===== src/hw/rtl/command_retransmit_tracker_core_defines.svh =====
// assertion macros for the retransmit tracker
// used only by the top level; no other dependencies
`ifndef COMMAND_RETRANSMIT_TRACKER_CORE_DEFINES_SVH
`define COMMAND_RETRANSMIT_TRACKER_CORE_DEFINES_SVH
`ifndef SYNTH
`define CRT_ASSERT(lbl, prop, msg) \
  lbl: assert property (@(posedge clk_i) disable iff (!rst_ni) prop) else $error(msg);
`define CRT_ASSERT_NR(lbl, prop, msg) \
  lbl: assert property (@(posedge clk_i) prop) else $error(msg);
`else
`define CRT_ASSERT(lbl, prop, msg)
`define CRT_ASSERT_NR(lbl, prop, msg)
`endif
`endif


===== src/hw/rtl/crt_pkg.sv =====
// types, codes and helper functions of the retransmit tracker
// no dependencies
package crt_pkg;

  localparam int TableDepth = 16;
  localparam int IdxW = (TableDepth > 1) ? $clog2(TableDepth) : 1;

  localparam logic [12:0] RespTimeRst  = 13'd20;
  localparam logic [15:0] MaxTimeRst   = 16'd5000;
  localparam logic [3:0]  MaxRetryRst  = 4'd3;
  localparam logic [7:0]  FlowEnRst    = 8'd1;
  localparam logic [7:0]  FlowDisRst   = 8'd2;

  typedef enum logic [1:0] {
    FUNC_SEND  = 2'd0,
    FUNC_RESP  = 2'd1,
    FUNC_TICK  = 2'd2,
    FUNC_CLEAN = 2'd3
  } crt_func_e;

  typedef enum logic [3:0] {
    KIND_UNTRACKED  = 4'd0,
    KIND_TRACKED    = 4'd1,
    KIND_FULL       = 4'd2,
    KIND_MATCHED    = 4'd3,
    KIND_UNMATCHED  = 4'd4,
    KIND_RETRANSMIT = 4'd5,
    KIND_DROPPED    = 4'd6,
    KIND_CLEANED    = 4'd7,
    KIND_SUPERSEDED = 4'd8,
    KIND_IDLE       = 4'd9
  } crt_kind_e;

  typedef enum logic [2:0] {
    REG_RESP_TIME = 3'd0,
    REG_MAX_TIME  = 3'd1,
    REG_MAX_RETRY = 3'd2,
    REG_FLOW_EN   = 3'd3,
    REG_FLOW_DIS  = 3'd4
  } crt_reg_e;

  typedef struct packed {
    logic [1:0]  func;
    logic [7:0]  port_id;
    logic [15:0] stream_num;
    logic [7:0]  cmd_code;
    logic [7:0]  ip_fam;
    logic [15:0] seq_num;
    logic [31:0] qos_id;
    logic [31:0] tx_id;
    logic        length_ok;
  } in_item_t;

  typedef struct packed {
    logic [3:0]  out_kind;
    logic [7:0]  out_port;
    logic [15:0] out_stream;
    logic [7:0]  out_cmd;
    logic [7:0]  out_ip_fam;
    logic [15:0] out_seq;
    logic [31:0] out_qos;
    logic [31:0] out_tx_id;
    logic        last_result;
  } out_item_t;

  typedef struct packed {
    logic [12:0] response_time_ms;
    logic [15:0] max_timeout_ms;
    logic [3:0]  max_retries;
    logic [7:0]  flow_enable_code;
    logic [7:0]  flow_disable_code;
  } crt_cfg_t;

  typedef struct packed {
    logic        valid;
    logic [7:0]  port;
    logic [15:0] stream;
    logic [7:0]  cmd;
    logic [7:0]  ip;
    logic [15:0] seq;
    logic [31:0] qos;
    logic [31:0] txid;
    logic [3:0]  retry;
    logic [15:0] timeout;
    logic [15:0] remaining;
  } crt_entry_t;

  function automatic logic is_flow(logic [7:0] code, crt_cfg_t cfg);
    return (code == cfg.flow_enable_code) || (code == cfg.flow_disable_code);
  endfunction

  function automatic logic same_key(crt_entry_t e, logic [15:0] stream, logic [7:0] ip,
                                    logic [31:0] qos, crt_cfg_t cfg);
    return e.valid && (e.stream == stream) && (e.ip == ip) && (e.qos == qos) &&
           is_flow(e.cmd, cfg);
  endfunction

  function automatic logic [15:0] cap_time(logic [16:0] t, logic [15:0] max_t);
    return (t > {1'b0, max_t}) ? max_t : t[15:0];
  endfunction

  function automatic out_item_t res_of_entry(crt_kind_e kind, crt_entry_t e);
    out_item_t r;
    r.out_kind    = kind;
    r.out_port    = e.port;
    r.out_stream  = e.stream;
    r.out_cmd     = e.cmd;
    r.out_ip_fam  = e.ip;
    r.out_seq     = e.seq;
    r.out_qos     = e.qos;
    r.out_tx_id   = e.txid;
    r.last_result = 1'b0;
    return r;
  endfunction

  function automatic out_item_t res_of_input(crt_kind_e kind, in_item_t x, logic keep_port);
    out_item_t r;
    r.out_kind    = kind;
    r.out_port    = keep_port ? x.port_id : 8'd0;
    r.out_stream  = x.stream_num;
    r.out_cmd     = x.cmd_code;
    r.out_ip_fam  = x.ip_fam;
    r.out_seq     = x.seq_num;
    r.out_qos     = x.qos_id;
    r.out_tx_id   = x.tx_id;
    r.last_result = 1'b0;
    return r;
  endfunction

endpackage


===== src/hw/rtl/command_retransmit_tracker_core.sv =====
// Send, response, clean: ring alignment (S_SEEK), a scan of all TableDepth entries (S_SCAN),
// then S_FIN and, if it pushes a result, S_FLUSH; an untracked send skips the scan.
// Tick: alignment, a pass over every entry (S_TOUT), a full sweep (S_TSEEK, S_TIN) per
// retransmitted entry kept, S_FIN as above. One item at a time; results one a cycle at most.
// Reset clears all entry valid bits and loads the register defaults; no clearing pass.
// Results cannot be stalled by the receiver; the last one of an item has last_result set.
`include "command_retransmit_tracker_core_defines.svh"
module command_retransmit_tracker_core (
  input  logic               clk_i,
  input  logic               rst_ni,
  input  logic               start,
  output logic               busy,
  input  crt_pkg::in_item_t  item_i,
  output logic               out_valid_o,
  output crt_pkg::out_item_t result_o,
  input  logic               cfg_valid_i,
  output logic               cfg_ready_o,
  input  logic [2:0]         cfg_index_i,
  input  logic [15:0]        cfg_data_i
);

  localparam int Depth = crt_pkg::TableDepth;

  crt_pkg::crt_cfg_t   cfg_q, cfg_d;
  crt_pkg::crt_entry_t ring[Depth];
  crt_pkg::crt_entry_t wb;

  assign cfg_ready_o = 1'b1;

  always_comb begin
    cfg_d = cfg_q;
    if (cfg_valid_i) begin
      unique case (cfg_index_i)
        crt_pkg::REG_RESP_TIME: cfg_d.response_time_ms  = cfg_data_i[12:0];
        crt_pkg::REG_MAX_TIME:  cfg_d.max_timeout_ms    = cfg_data_i;
        crt_pkg::REG_MAX_RETRY: cfg_d.max_retries       = cfg_data_i[3:0];
        crt_pkg::REG_FLOW_EN:   cfg_d.flow_enable_code  = cfg_data_i[7:0];
        crt_pkg::REG_FLOW_DIS:  cfg_d.flow_disable_code = cfg_data_i[7:0];
        default: ;
      endcase
    end
  end

  always_ff @(posedge clk_i or negedge rst_ni) begin
    if (!rst_ni) begin
      cfg_q.response_time_ms  <= crt_pkg::RespTimeRst;
      cfg_q.max_timeout_ms    <= crt_pkg::MaxTimeRst;
      cfg_q.max_retries       <= crt_pkg::MaxRetryRst;
      cfg_q.flow_enable_code  <= crt_pkg::FlowEnRst;
      cfg_q.flow_disable_code <= crt_pkg::FlowDisRst;
    end else begin
      cfg_q <= cfg_d;
    end
  end

  // entries rotate toward the head; the head entry comes back at the tail
  for (genvar k = 0; k < Depth; k++) begin : g_ring
    if (k == Depth - 1) begin : g_tail
      crt_cell u_cell (.clk_i, .rst_ni, .ent_i(wb), .ent_o(ring[k]));
    end else begin : g_mid
      crt_cell u_cell (.clk_i, .rst_ni, .ent_i(ring[k+1]), .ent_o(ring[k]));
    end
  end

  crt_ctrl u_ctrl (
    .clk_i,
    .rst_ni,
    .cfg_i       (cfg_q),
    .start_i     (start && !busy),
    .item_i,
    .busy_o      (busy),
    .head_i      (ring[0]),
    .wb_o        (wb),
    .out_valid_o,
    .result_o
  );

  `CRT_ASSERT(a_out_only_busy, out_valid_o |-> busy, "result transfer while not busy")
  `CRT_ASSERT(a_last_ends, out_valid_o && result_o.last_result |=> !busy,
              "block still busy after last result")
  `CRT_ASSERT(a_start_busy, start && !busy |=> busy, "accepted item did not start work")
  `CRT_ASSERT_NR(a_reset_quiet, !rst_ni |-> !out_valid_o, "result transfer during reset")

endmodule


===== src/hw/rtl/crt_cell.sv =====
// one table entry of the ring; takes its neighbor's entry every cycle
// depends on crt_pkg
module crt_cell (
  input  logic                clk_i,
  input  logic                rst_ni,
  input  crt_pkg::crt_entry_t ent_i,
  output crt_pkg::crt_entry_t ent_o
);

  logic                valid_q;
  crt_pkg::crt_entry_t data_q;

  always_ff @(posedge clk_i or negedge rst_ni) begin
    if (!rst_ni) begin
      valid_q <= 1'b0;
    end else begin
      valid_q <= ent_i.valid;
    end
  end

  always_ff @(posedge clk_i) begin
    data_q <= ent_i;
  end

  always_comb begin
    ent_o       = data_q;
    ent_o.valid = valid_q;
  end

endmodule


===== src/hw/rtl/crt_ctrl.sv =====
// sequencer working on the entry at the head of the ring, with result holdback
// depends on crt_pkg
module crt_ctrl (
  input  logic                  clk_i,
  input  logic                  rst_ni,
  input  crt_pkg::crt_cfg_t     cfg_i,
  input  logic                  start_i,
  input  crt_pkg::in_item_t     item_i,
  output logic                  busy_o,
  input  crt_pkg::crt_entry_t   head_i,
  output crt_pkg::crt_entry_t   wb_o,
  output logic                  out_valid_o,
  output crt_pkg::out_item_t    result_o
);

  localparam int IdxW = crt_pkg::IdxW;
  localparam int Depth = crt_pkg::TableDepth;

  typedef enum logic [7:0] {
    S_IDLE  = 8'b0000_0001,
    S_SEEK  = 8'b0000_0010,
    S_SCAN  = 8'b0000_0100,
    S_TOUT  = 8'b0000_1000,
    S_TSEEK = 8'b0001_0000,
    S_TIN   = 8'b0010_0000,
    S_FIN   = 8'b0100_0000,
    S_FLUSH = 8'b1000_0000
  } state_e;

  state_e              state_q, state_d;
  logic [IdxW-1:0]     hidx_q, hidx_d;
  logic [IdxW:0]       oi_q, oi_d;
  logic [IdxW-1:0]     ki_q, ki_d;
  logic [15:0]         kstream_q, kstream_d;
  logic [7:0]          kip_q, kip_d;
  logic [31:0]         kqos_q, kqos_d;
  logic [Depth-1:0]    rep_q, rep_d;
  logic                found_q, found_d;
  crt_pkg::in_item_t   in_q, in_d;
  crt_pkg::out_item_t  pend_q, pend_d;
  logic                pend_v_q, pend_v_d;

  logic                push, emit_last, at_last, scan_act, tin_act, untracked, resp_ok;
  crt_pkg::out_item_t  push_res;
  logic [15:0]         new_t;
  crt_pkg::crt_entry_t ins;

  assign at_last   = (hidx_q == IdxW'(Depth - 1));
  assign scan_act  = (state_q == S_SCAN) || ((state_q == S_SEEK) && (hidx_q == '0));
  assign tin_act   = (state_q == S_TIN) || ((state_q == S_TSEEK) && (hidx_q == '0));
  assign untracked = !crt_pkg::is_flow(in_q.cmd_code, cfg_i) || (cfg_i.response_time_ms == '0);
  assign resp_ok   = crt_pkg::is_flow(in_q.cmd_code, cfg_i) && in_q.length_ok;
  assign new_t     = crt_pkg::cap_time({4'd0, cfg_i.response_time_ms}, cfg_i.max_timeout_ms);

  always_comb begin
    ins.valid     = 1'b1;
    ins.port      = in_q.port_id;
    ins.stream    = in_q.stream_num;
    ins.cmd       = in_q.cmd_code;
    ins.ip        = in_q.ip_fam;
    ins.seq       = in_q.seq_num;
    ins.qos       = in_q.qos_id;
    ins.txid      = in_q.tx_id;
    ins.retry     = '0;
    ins.timeout   = new_t;
    ins.remaining = new_t;
  end

  always_comb begin
    state_d   = state_q;
    hidx_d    = at_last ? '0 : hidx_q + 1'b1;
    oi_d      = oi_q;
    ki_d      = ki_q;
    kstream_d = kstream_q;
    kip_d     = kip_q;
    kqos_d    = kqos_q;
    rep_d     = rep_q;
    found_d   = found_q;
    in_d      = in_q;
    wb_o      = head_i;
    push      = 1'b0;
    push_res  = '0;
    emit_last = 1'b0;

    unique case (state_q)
      S_IDLE: begin
        if (start_i) begin
          in_d    = item_i;
          found_d = 1'b0;
          rep_d   = '0;
          oi_d    = '0;
          if (item_i.func == crt_pkg::FUNC_TICK) begin
            state_d = S_TOUT;
          end else begin
            state_d = S_SEEK;
          end
        end
      end
      S_SEEK, S_SCAN: begin
        if (in_q.func == crt_pkg::FUNC_SEND && untracked) begin
          state_d = S_FIN;
        end else if (scan_act) begin
          state_d = at_last ? S_FIN : S_SCAN;
          case (in_q.func)
            crt_pkg::FUNC_SEND: begin
              if (crt_pkg::same_key(head_i, in_q.stream_num, in_q.ip_fam, in_q.qos_id,
                                    cfg_i)) begin
                push       = 1'b1;
                push_res   = crt_pkg::res_of_entry(crt_pkg::KIND_SUPERSEDED, head_i);
                wb_o.valid = 1'b0;
              end
              if (!wb_o.valid && !found_q) begin
                wb_o    = ins;
                found_d = 1'b1;
              end
            end
            crt_pkg::FUNC_RESP: begin
              if (resp_ok && !found_q && head_i.valid && head_i.txid == in_q.tx_id &&
                  head_i.stream == in_q.stream_num && head_i.cmd == in_q.cmd_code &&
                  head_i.ip == in_q.ip_fam && head_i.seq == in_q.seq_num &&
                  head_i.qos == in_q.qos_id) begin
                push       = 1'b1;
                push_res   = crt_pkg::res_of_entry(crt_pkg::KIND_MATCHED, head_i);
                wb_o.valid = 1'b0;
                found_d    = 1'b1;
              end
            end
            default: begin
              if (head_i.valid && head_i.port == in_q.port_id) begin
                push       = 1'b1;
                push_res   = crt_pkg::res_of_entry(crt_pkg::KIND_CLEANED, head_i);
                wb_o.valid = 1'b0;
              end
            end
          endcase
        end
      end
      S_TOUT: begin
        if (oi_q == (IdxW+1)'(Depth)) begin
          state_d = S_FIN;
        end else if (hidx_q == oi_q[IdxW-1:0]) begin
          oi_d = oi_q + 1'b1;
          if (head_i.valid) begin
            if (head_i.remaining > 16'd1) begin
              wb_o.remaining = head_i.remaining - 16'd1;
            end else begin
              rep_d[hidx_q] = 1'b1;
              push          = 1'b1;
              if (head_i.retry >= cfg_i.max_retries) begin
                push_res   = crt_pkg::res_of_entry(crt_pkg::KIND_DROPPED, head_i);
                wb_o.valid = 1'b0;
              end else begin
                push_res   = crt_pkg::res_of_entry(crt_pkg::KIND_RETRANSMIT, head_i);
                wb_o.retry = head_i.retry + 4'd1;
                if (cfg_i.response_time_ms == '0 || !crt_pkg::is_flow(head_i.cmd, cfg_i)) begin
                  wb_o.valid = 1'b0;
                end else begin
                  wb_o.timeout   = crt_pkg::cap_time({head_i.timeout, 1'b0},
                                                     cfg_i.max_timeout_ms);
                  wb_o.remaining = wb_o.timeout;
                  // sweep the whole table for entries of the same key
                  ki_d      = hidx_q;
                  kstream_d = head_i.stream;
                  kip_d     = head_i.ip;
                  kqos_d    = head_i.qos;
                  state_d   = S_TSEEK;
                end
              end
            end
          end
        end
      end
      S_TSEEK, S_TIN: begin
        if (tin_act) begin
          state_d = at_last ? S_TOUT : S_TIN;
          if (hidx_q != ki_q &&
              crt_pkg::same_key(head_i, kstream_q, kip_q, kqos_q, cfg_i)) begin
            if (!rep_q[hidx_q]) begin
              push     = 1'b1;
              push_res = crt_pkg::res_of_entry(crt_pkg::KIND_SUPERSEDED, head_i);
            end
            rep_d[hidx_q] = 1'b1;
            wb_o.valid    = 1'b0;
          end
        end
      end
      S_FIN: begin
        case (in_q.func)
          crt_pkg::FUNC_SEND: begin
            push     = 1'b1;
            push_res = crt_pkg::res_of_input(untracked ? crt_pkg::KIND_UNTRACKED :
                                             found_q ? crt_pkg::KIND_TRACKED :
                                             crt_pkg::KIND_FULL, in_q, 1'b1);
          end
          crt_pkg::FUNC_RESP: begin
            if (!found_q) begin
              push     = 1'b1;
              push_res = crt_pkg::res_of_input(crt_pkg::KIND_UNMATCHED, in_q, 1'b0);
            end
          end
          default: begin
            if (!pend_v_q) begin
              push              = 1'b1;
              push_res          = '0;
              push_res.out_kind = crt_pkg::KIND_IDLE;
            end
          end
        endcase
        if (push) begin
          state_d = S_FLUSH;
        end else begin
          emit_last = 1'b1;
          state_d   = S_IDLE;
        end
      end
      S_FLUSH: begin
        emit_last = 1'b1;
        state_d   = S_IDLE;
      end
      default: begin
        state_d = S_IDLE;
      end
    endcase
  end

  // one result held back so that the final transfer can carry last_result
  always_comb begin
    pend_d      = pend_q;
    pend_v_d    = pend_v_q;
    out_valid_o = 1'b0;
    if (push) begin
      out_valid_o = pend_v_q;
      pend_d      = push_res;
      pend_v_d    = 1'b1;
    end
    if (emit_last) begin
      out_valid_o = 1'b1;
      pend_v_d    = 1'b0;
    end
    result_o             = pend_q;
    result_o.last_result = emit_last;
  end

  assign busy_o = (state_q != S_IDLE);

  always_ff @(posedge clk_i or negedge rst_ni) begin
    if (!rst_ni) begin
      state_q  <= S_IDLE;
      hidx_q   <= '0;
      oi_q     <= '0;
      rep_q    <= '0;
      found_q  <= 1'b0;
      pend_v_q <= 1'b0;
      ki_q     <= '0;
    end else begin
      state_q  <= state_d;
      hidx_q   <= hidx_d;
      oi_q     <= oi_d;
      rep_q    <= rep_d;
      found_q  <= found_d;
      pend_v_q <= pend_v_d;
      ki_q     <= ki_d;
    end
  end

  always_ff @(posedge clk_i) begin
    in_q      <= in_d;
    pend_q    <= pend_d;
    kstream_q <= kstream_d;
    kip_q     <= kip_d;
    kqos_q    <= kqos_d;
  end

endmodule


===== config.mk =====
export PLATFORM = sky130hd
export DESIGN_NAME = command_retransmit_tracker_core
export DESIGN_NICKNAME = d
export VERILOG_FILES = /design/src/hw/rtl/crt_pkg.sv /design/src/hw/rtl/command_retransmit_tracker_core.sv /design/src/hw/rtl/crt_cell.sv /design/src/hw/rtl/crt_ctrl.sv
export VERILOG_INCLUDE_DIRS = /design/src /design/src/hw/rtl
export SDC_FILE = /design/constraint.sdc
export NUM_CORES = 2
export LEC_CHECK = 0
export BUFFER_PORTS_ARGS = -buffer_cell sky130_fd_sc_hd__buf_2
export CAP_MARGIN = 40
export CORE_MARGIN = 2
export CORE_UTILIZATION = 40
export CTS_BUF_LIST = sky130_fd_sc_hd__clkbuf_8
export DETAILED_ROUTE_END_ITERATION = 6
export PLACE_DENSITY = 0.56
export SLEW_MARGIN = 25
export SYNTH_ARGS = -nofsm -noshare
export SYNTH_HDL_FRONTEND = slang
export SYNTH_HIERARCHICAL = 1
export SYNTH_SLANG_ARGS = --single-unit

===== constraint.sdc =====
create_clock -name clk_i -period 5.3 [get_ports clk_i]
set_clock_uncertainty 0.2 [all_clocks]
set_input_delay 1.59 -clock clk_i [delete_from_list [all_inputs] [get_ports clk_i]]
set_output_delay 1.59 -clock clk_i [all_outputs]
set_load 0.02 [all_outputs]

## Word-level counts from Yosys, hierarchy flattened

Cells that the tools add are included.

| word-level totals | value |
|---|---|
| register bits | 2903 |
| input bits | 146 |
| output and inout port bits | 128 |
| logic and storage cells | 446 |

| cells by class | value |
|---|---|
| $add $sub $neg | 4 |
| $lt $le $gt $ge | 6 |
| equality and inequality tests | 51 |
| mux-type cells | 115 |
| bitwise logic cells | 5 |
| reductions and logical operators | 57 |

Operator list:

| operator | number |
|---|---|
| $mux W125 | 11 |
| $pmux W125 S2 | 2 |
| $pmux W125 S4 | 1 |
| $mux W157 | 3 |
| $mux W124 | 2 |
| $mux W123 | 2 |
| $mux W16 | 10 |
| $mux W156 | 1 |
| $mux W36 | 4 |
| $mux W120 | 1 |
| $eq A32 B32 Y1 | 3 |
| $mux W8 | 11 |
| $pmux W36 S2 | 1 |
| $eq A8 B8 Y1 | 8 |
| $eq A16 B16 Y1 | 3 |
| $pmux W16 S3 | 1 |
| $mux W1 | 42 |
| $pmux W8 S5 | 1 |
| $mux W32 | 1 |
| $logic_and A1 B1 Y1 | 25 |
| $mux W20 | 1 |
| $gt A17 B16 Y1 | 1 |
| $gt A13 B16 Y1 | 1 |
| $gt A16 B1 Y1 const B | 1 |
| other kinds (55) | 101 |

## Logic depth before layout (Yosys ltp)

| logic depth | value |
|---|---|
| depth after elaboration | 18 |
| mapped depth | 13 |
| mapped depth without buffers | 10 |

## Cells and area by module

Netlist, hierarchy kept.

By module, submodules not included:

| module | times used | cells each | area each (um^2) | sequential area each (um^2) |
|---|---|---|---|---|
| crt_cell | 16 | 158 | 3155.5 | 3148.0 |
| crt_ctrl | 1 | 1792 | 19060.8 | 10075.9 |
| command_retransmit_tracker_core | 1 | 110 | 1949.4 | 1239.9 |

## Least setup slack after synthesis

No wires, ideal clock.

| timing path | value |
|---|---|
| path kind | reg2reg |
| start | register u_ctrl.hidx_q[1] |
| end | register u_ctrl.pend_q, in the netlist u_ctrl/result_o[100], enable pin |
| library setup time | 0.488 ns |
| arrival | 5.061 ns |
| data required time | 4.612 ns |
| setup slack | -0.449 ns |
| stages on the path, launching flop included | 12 |
| buffers on the path | 2 |
| period minus slack after synthesis | 5.749 ns |
| cells stage by stage | dfrtp_1 clkbuf_1 inv_1 ha_1 nor3b_1 a21oi_1 or2_2 nor4_1 a21oi_1 and3_1 buf_2 nand2_1 |

| on the way | value |
|---|---|
| cells in the longest elaborated chain, start to end | 6 |
| elaborated cells between the ends (all ways) | 18 |
| classes of those cells | eq/ne: 2; mux: 10; reduce/logical: 6 |

Ends and longest elaborated chain:

| item | RTL line | text |
|---|---|---|
| start, declared | crt_ctrl.sv:31 | `logic [IdxW-1:0] hidx_q, hidx_d;` |
| start signal, assigned | crt_ctrl.sv:257 | `hidx_q <= hidx_d;` |
| $bmux W1 S4 / $logic_not A4 Y1 (equally long branches) | crt_ctrl.sv:178, crt_ctrl.sv:49, crt_ctrl.sv:50 |  |
| $mux W1 (implied by the code) / $logic_and A1 B1 Y1 (equally long branches) | crt_ctrl.sv:178, crt_ctrl.sv:49 |  |
| $mux W1 / $logic_or A1 B1 Y1 (equally long branches) | crt_ctrl.sv:178, crt_ctrl.sv:49 |  |
| $mux W1, on equally long branches | crt_ctrl.sv:176, crt_ctrl.sv:102 |  |
| $mux W1, on equally long branches | crt_ctrl.sv:174, crt_ctrl.sv:100 |  |
| $pmux W1 S4 (*) | crt_ctrl.sv:85 | `unique case (state_q)` |
| named net u_ctrl.push | crt_ctrl.sv:43 | `logic push, emit_last, at_last, scan_act, tin_act, untracked, resp_ok;` |
| end signal, assigned | crt_ctrl.sv:268 | `pend_q <= pend_d;` |
| end, declared | crt_ctrl.sv:40 | `crt_pkg::out_item_t pend_q, pend_d;` |

Mark *: on every way through the listed nets, which the timed path passes. The rest lies on a longest branch. The select of a mux whose other input is x is not followed.
A chain may end at the register's enable or synchronous reset.

## Worst setup path after layout

| timing path | value |
|---|---|
| start | register u_ctrl/in_q[43] (netlist name) |
| end | output port out_valid_o |

| on the way | value |
|---|---|
| cells in the longest elaborated chain, start to end | 10 |
| elaborated cells between the ends (all ways) | 12 |
| classes of those cells | eq/ne: 1; mux: 8; reduce/logical: 3 |

Ends and longest elaborated chain:

| item | RTL line | text |
|---|---|---|
| start, declared | crt_ctrl.sv:39 | `crt_pkg::in_item_t in_q, in_d;` |
| start signal, assigned | crt_ctrl.sv:267 | `in_q <= in_d;` |
| $eq A32 B32 Y1 (*) | crt_pkg.sv:94, crt_ctrl.sv:121 |  |
| $logic_and A1 B1 Y1 (2 in series) | crt_pkg.sv:94 | `return e.valid && (e.stream == stream) && (e.ip == ip) && (e.qos == qos) &&` |
| $mux W1 | crt_ctrl.sv:106 | `if (crt_pkg::same_key(head_i, in_q.stream_num, in_q.ip_fam, in_q.qos_id,` |
| $pmux W1 S2 (*) | crt_ctrl.sv:104 | `case (in_q.func)` |
| $mux W1 (*) | crt_ctrl.sv:102 | `end else if (scan_act) begin` |
| $mux W1 (*) | crt_ctrl.sv:100 | `if (in_q.func == crt_pkg::FUNC_SEND && untracked) begin` |
| $pmux W1 S4 (*) | crt_ctrl.sv:85 |  |
| $mux W1 (*) | crt_ctrl.sv:231 | `if (push) begin` |
| $mux W1 (*) | crt_ctrl.sv:236 | `if (emit_last) begin` |
| end, declared | command_retransmit_tracker_core.sv:14 | `output logic out_valid_o,` |

Mark *: on every way between the ends. The rest lies on a longest branch, timed or not.

==> run metrics <==
outcome complete, but fails checks; failing checks negative setup slack; multi-input combinational cell area 0.00929 sq mm; Yosys top cell area share between 60% and 70%; Filler Cell Count roughly 15000; startpoint types flop; leading area contributor after synthesis dfxtp_1; power per cell area 491 mW/mm^2; slew margin rel. between 30 and 40%; clock latency on the worst-skew pair ~1100 ps; I/O pin count between 200 and 300; fin. max-slew vios 0; Avg Synthesized Cell Area between 15 and 20 sq um; Antenna Violating Nets Remaining 0; area grow syn2layout 18.5%; Site Rows 155; share of power burned in the clock network 41.9%; largest net degree at the start of global routing about 130; Final setup viols 1; Mapped Area slightly above 0.07 sq mm; area of the die about 0.18 sq mm; Final Hold Fails 0; Initial Util 40.2%; DRT iter0 DRCs 1784; post-synthesis sequential area ratio between 80 and 90%; fin crit share 102%; final RePlAce weighted congestion between 0.8 and 0.9; Psw between 8 and 9 mW; register area 0.0617 sq mm; non-filler instance count after layout 7771; WHS Path Cells 0; Routed WL per cell around 17 um; Post-synth EDFFs 303; initial antenna violation count 19; H-tree depth 5; Synth Instances around 4400; CTS tree yes; Synth Net Count around 4600; global route overflow 0; drt drc 0; Via density approximately 4.3; WP data arrival 3600 ps; Synth Flop Type dfxtp_1; CTS clk-pin slew, worst paths about 60 ps; Commonest cells post-synth dfxtp_1 (2496), nand2_1 (401), edfxtp_1 (303), xnor2_1 (145), a22o_1 (114); Worst-Margin Slew roughly 1000 ps; DIE WIDTH ~430 um; internal power roughly 33 mW; Yosys warning total 6; global-route wire length before repair between 200000 and 250000 um; leakage power around 34 nW; min Tclk post-route 5390 ps; RSZ-0062 raised after global routing true; Pre-antenna DRT Iters 6; Critical Path RT roughly 3500 ps; MaxCap Viol Count 0; # nets final approximately 5300; Synth cell types 90; WS Path Type flop to output pin; vias about 34000; f_max about 190 MHz; worst min path class flop to flop; Worst setup EP type output pin; Reg power frac between 50 and 60%; die height ~430 um; r2r worst-path depth 9; Area contributors post-synth dfxtp_1 (70%), edfxtp_1 (13%), dfrtp_1 (3.2%), nand2_1 (2.1%), xnor2_1 (1.8%); CTS max path bufs 4; hpwl dp approximately 87000 um; post-synthesis register bit count a little under 3000; dpl cells roughly 7000; Clock Tree Root clkbuf_8; drt total wl 135000 um; Logic pwr share approximately 3.1%; IO Port Bufs approximately 270; clock sink total a little under 3000; Hold Worst Slack between 50 and 60 ps; number of global-route vias before repair roughly 33000; layout cells sized above 1 19.8%; most numerous cell in the Yosys netlist dfxtp_1; GRT Util Overall ~15%; async set or reset register ratio after synthesis 3.58%; core area 0.178 sq mm; Setup WS pre-CTS about 190 ps; critical path peak fanout 3; Num CTS Buffers around 430; VDD IR max approximately 0.00032 V; Switching Fraction a little over a fifth; final worst slack -86.9 ps
-- power groups by stage --
stage / Combinational [mW] / Sequential, mW / Clock (mW)
after global placement: 1.22 / 23.4 / 0
final: 1.28 / 22.9 / 17.4
after global routing: 1.38 / 22.9 / 19.1
after floorplan: 0.704 / 23.3 / 0
after CTS: 1.27 / 22.9 / 18.1
after detailed placement: 1.24 / 23.4 / 0
-- critical path: stages, from the launching register on --
cell	delay, ps
edfxtp_1	420
xnor2_1	430
nand4_1	160
nor4_1	310
nand4_1	210
buf_4	210
nor3_2	170
buf_4	170
a21boi_4	60
a41oi_2	180
or2_4	150
buf_8	120
-- cell usage in the layout, fill, tap and decap left out, drive strengths merged, types with 69 or more instances in the layout --
cell type     n
nand2       402
xnor2       145
dfrtp        92
o21ai        69
a22o        114
edfxtp      303
clkbuf      520
inv         224
buf         329
dfxtp      2496
-- stage by stage --
stage	setup TNS (ps)	power (mW)	area [sq um]	util (%)
after floorplan	0	24.0	71500	-
final	-86.9	41.6	84800	47.6
after global placement	0	24.6	75600	42.5
after CTS	-346	42.2	84500	47.5
after detailed placement	0	24.6	75700	42.5
after global routing	-332	43.4	84700	47.6
-- path summary, 6_finish.rpt --
check | from | end | slack (ps)
setup / recovery | u_ctrl/in_q[43] | out_valid_o | -90
hold reg to reg | g_ring[5].g_mid.u_cell/ent_o[27] | g_ring[4].g_mid.u_cell/ent_o[27] | 60
hold / removal | g_ring[5].g_mid.u_cell/ent_o[27] | g_ring[4].g_mid.u_cell/ent_o[27] | 60
min in group asynchronous | rst_ni | cfg_q[37] | 300
max in group asynchronous | rst_ni | u_ctrl/hidx_q[1] | 3540
setup reg to reg | g_ring[0].g_mid.u_cell/ent_o[0] | u_ctrl/kstream_q[12] | 980
-- routing by layer --
metal	vias to the layer above	wire length [um]	GRT usage [%]
met5	-	33	0
met4	6	4630	6.63
met3	281	7080	3.76
met2	903	61700	22.9
met1	16200	61700	19.5
li1	16100	-	-
-- sequential cells by signal (all words and copies together), names as in the netlist, 8 cells and up --
signal,cells
g_ring.g_mid.u_cell/ent_o,2340
g_ring.g_mid.u_cell/valid_q,15
u_ctrl/in_q,123
u_ctrl/kstream_q,16
u_ctrl/result_o,124
u_ctrl/state_q,8
u_ctrl/kqos_q,32
u_ctrl/rep_q,16
u_ctrl/kip_q,8
cfg_q,49
g_ring.g_tail.u_cell/ent_o,156
-- cell type report --
| cell class | instances | area share [%] |
|---|---|---|
| clock inverters | 245 | 1.75 |
| flip-flops and latches | 2903 | 72.8 |
| multi-input cells | 1356 | 11.0 |
| clock buffers | 520 | 8.44 |
| repair buffers | 330 | 2.30 |
| well taps | 2355 | 3.48 |
| inverters | 59 | 0.269 |
| diodes | 3 | 0.00886 |
-- logic make-up after synthesis --
family,synth area share [%]
buffers and inverters,1.19
DFF,86.3
AOI/OAI and AO/OA,3.46
and+or+nand+nor,4.84
muxes,1.32
adders and majority gates,0.717
xor gates and xnor gates,2.19
other,0.00524
-- what timing repair did --
item                                    CTS  global route
gates resized for setup                  27            27
endpoints found under the setup margin    1             1
cloned                                    0             0
hold buffers                              0             0
pin swaps                                11            10
setup buffers                             6             7
(Power assumes the default switching activity.)
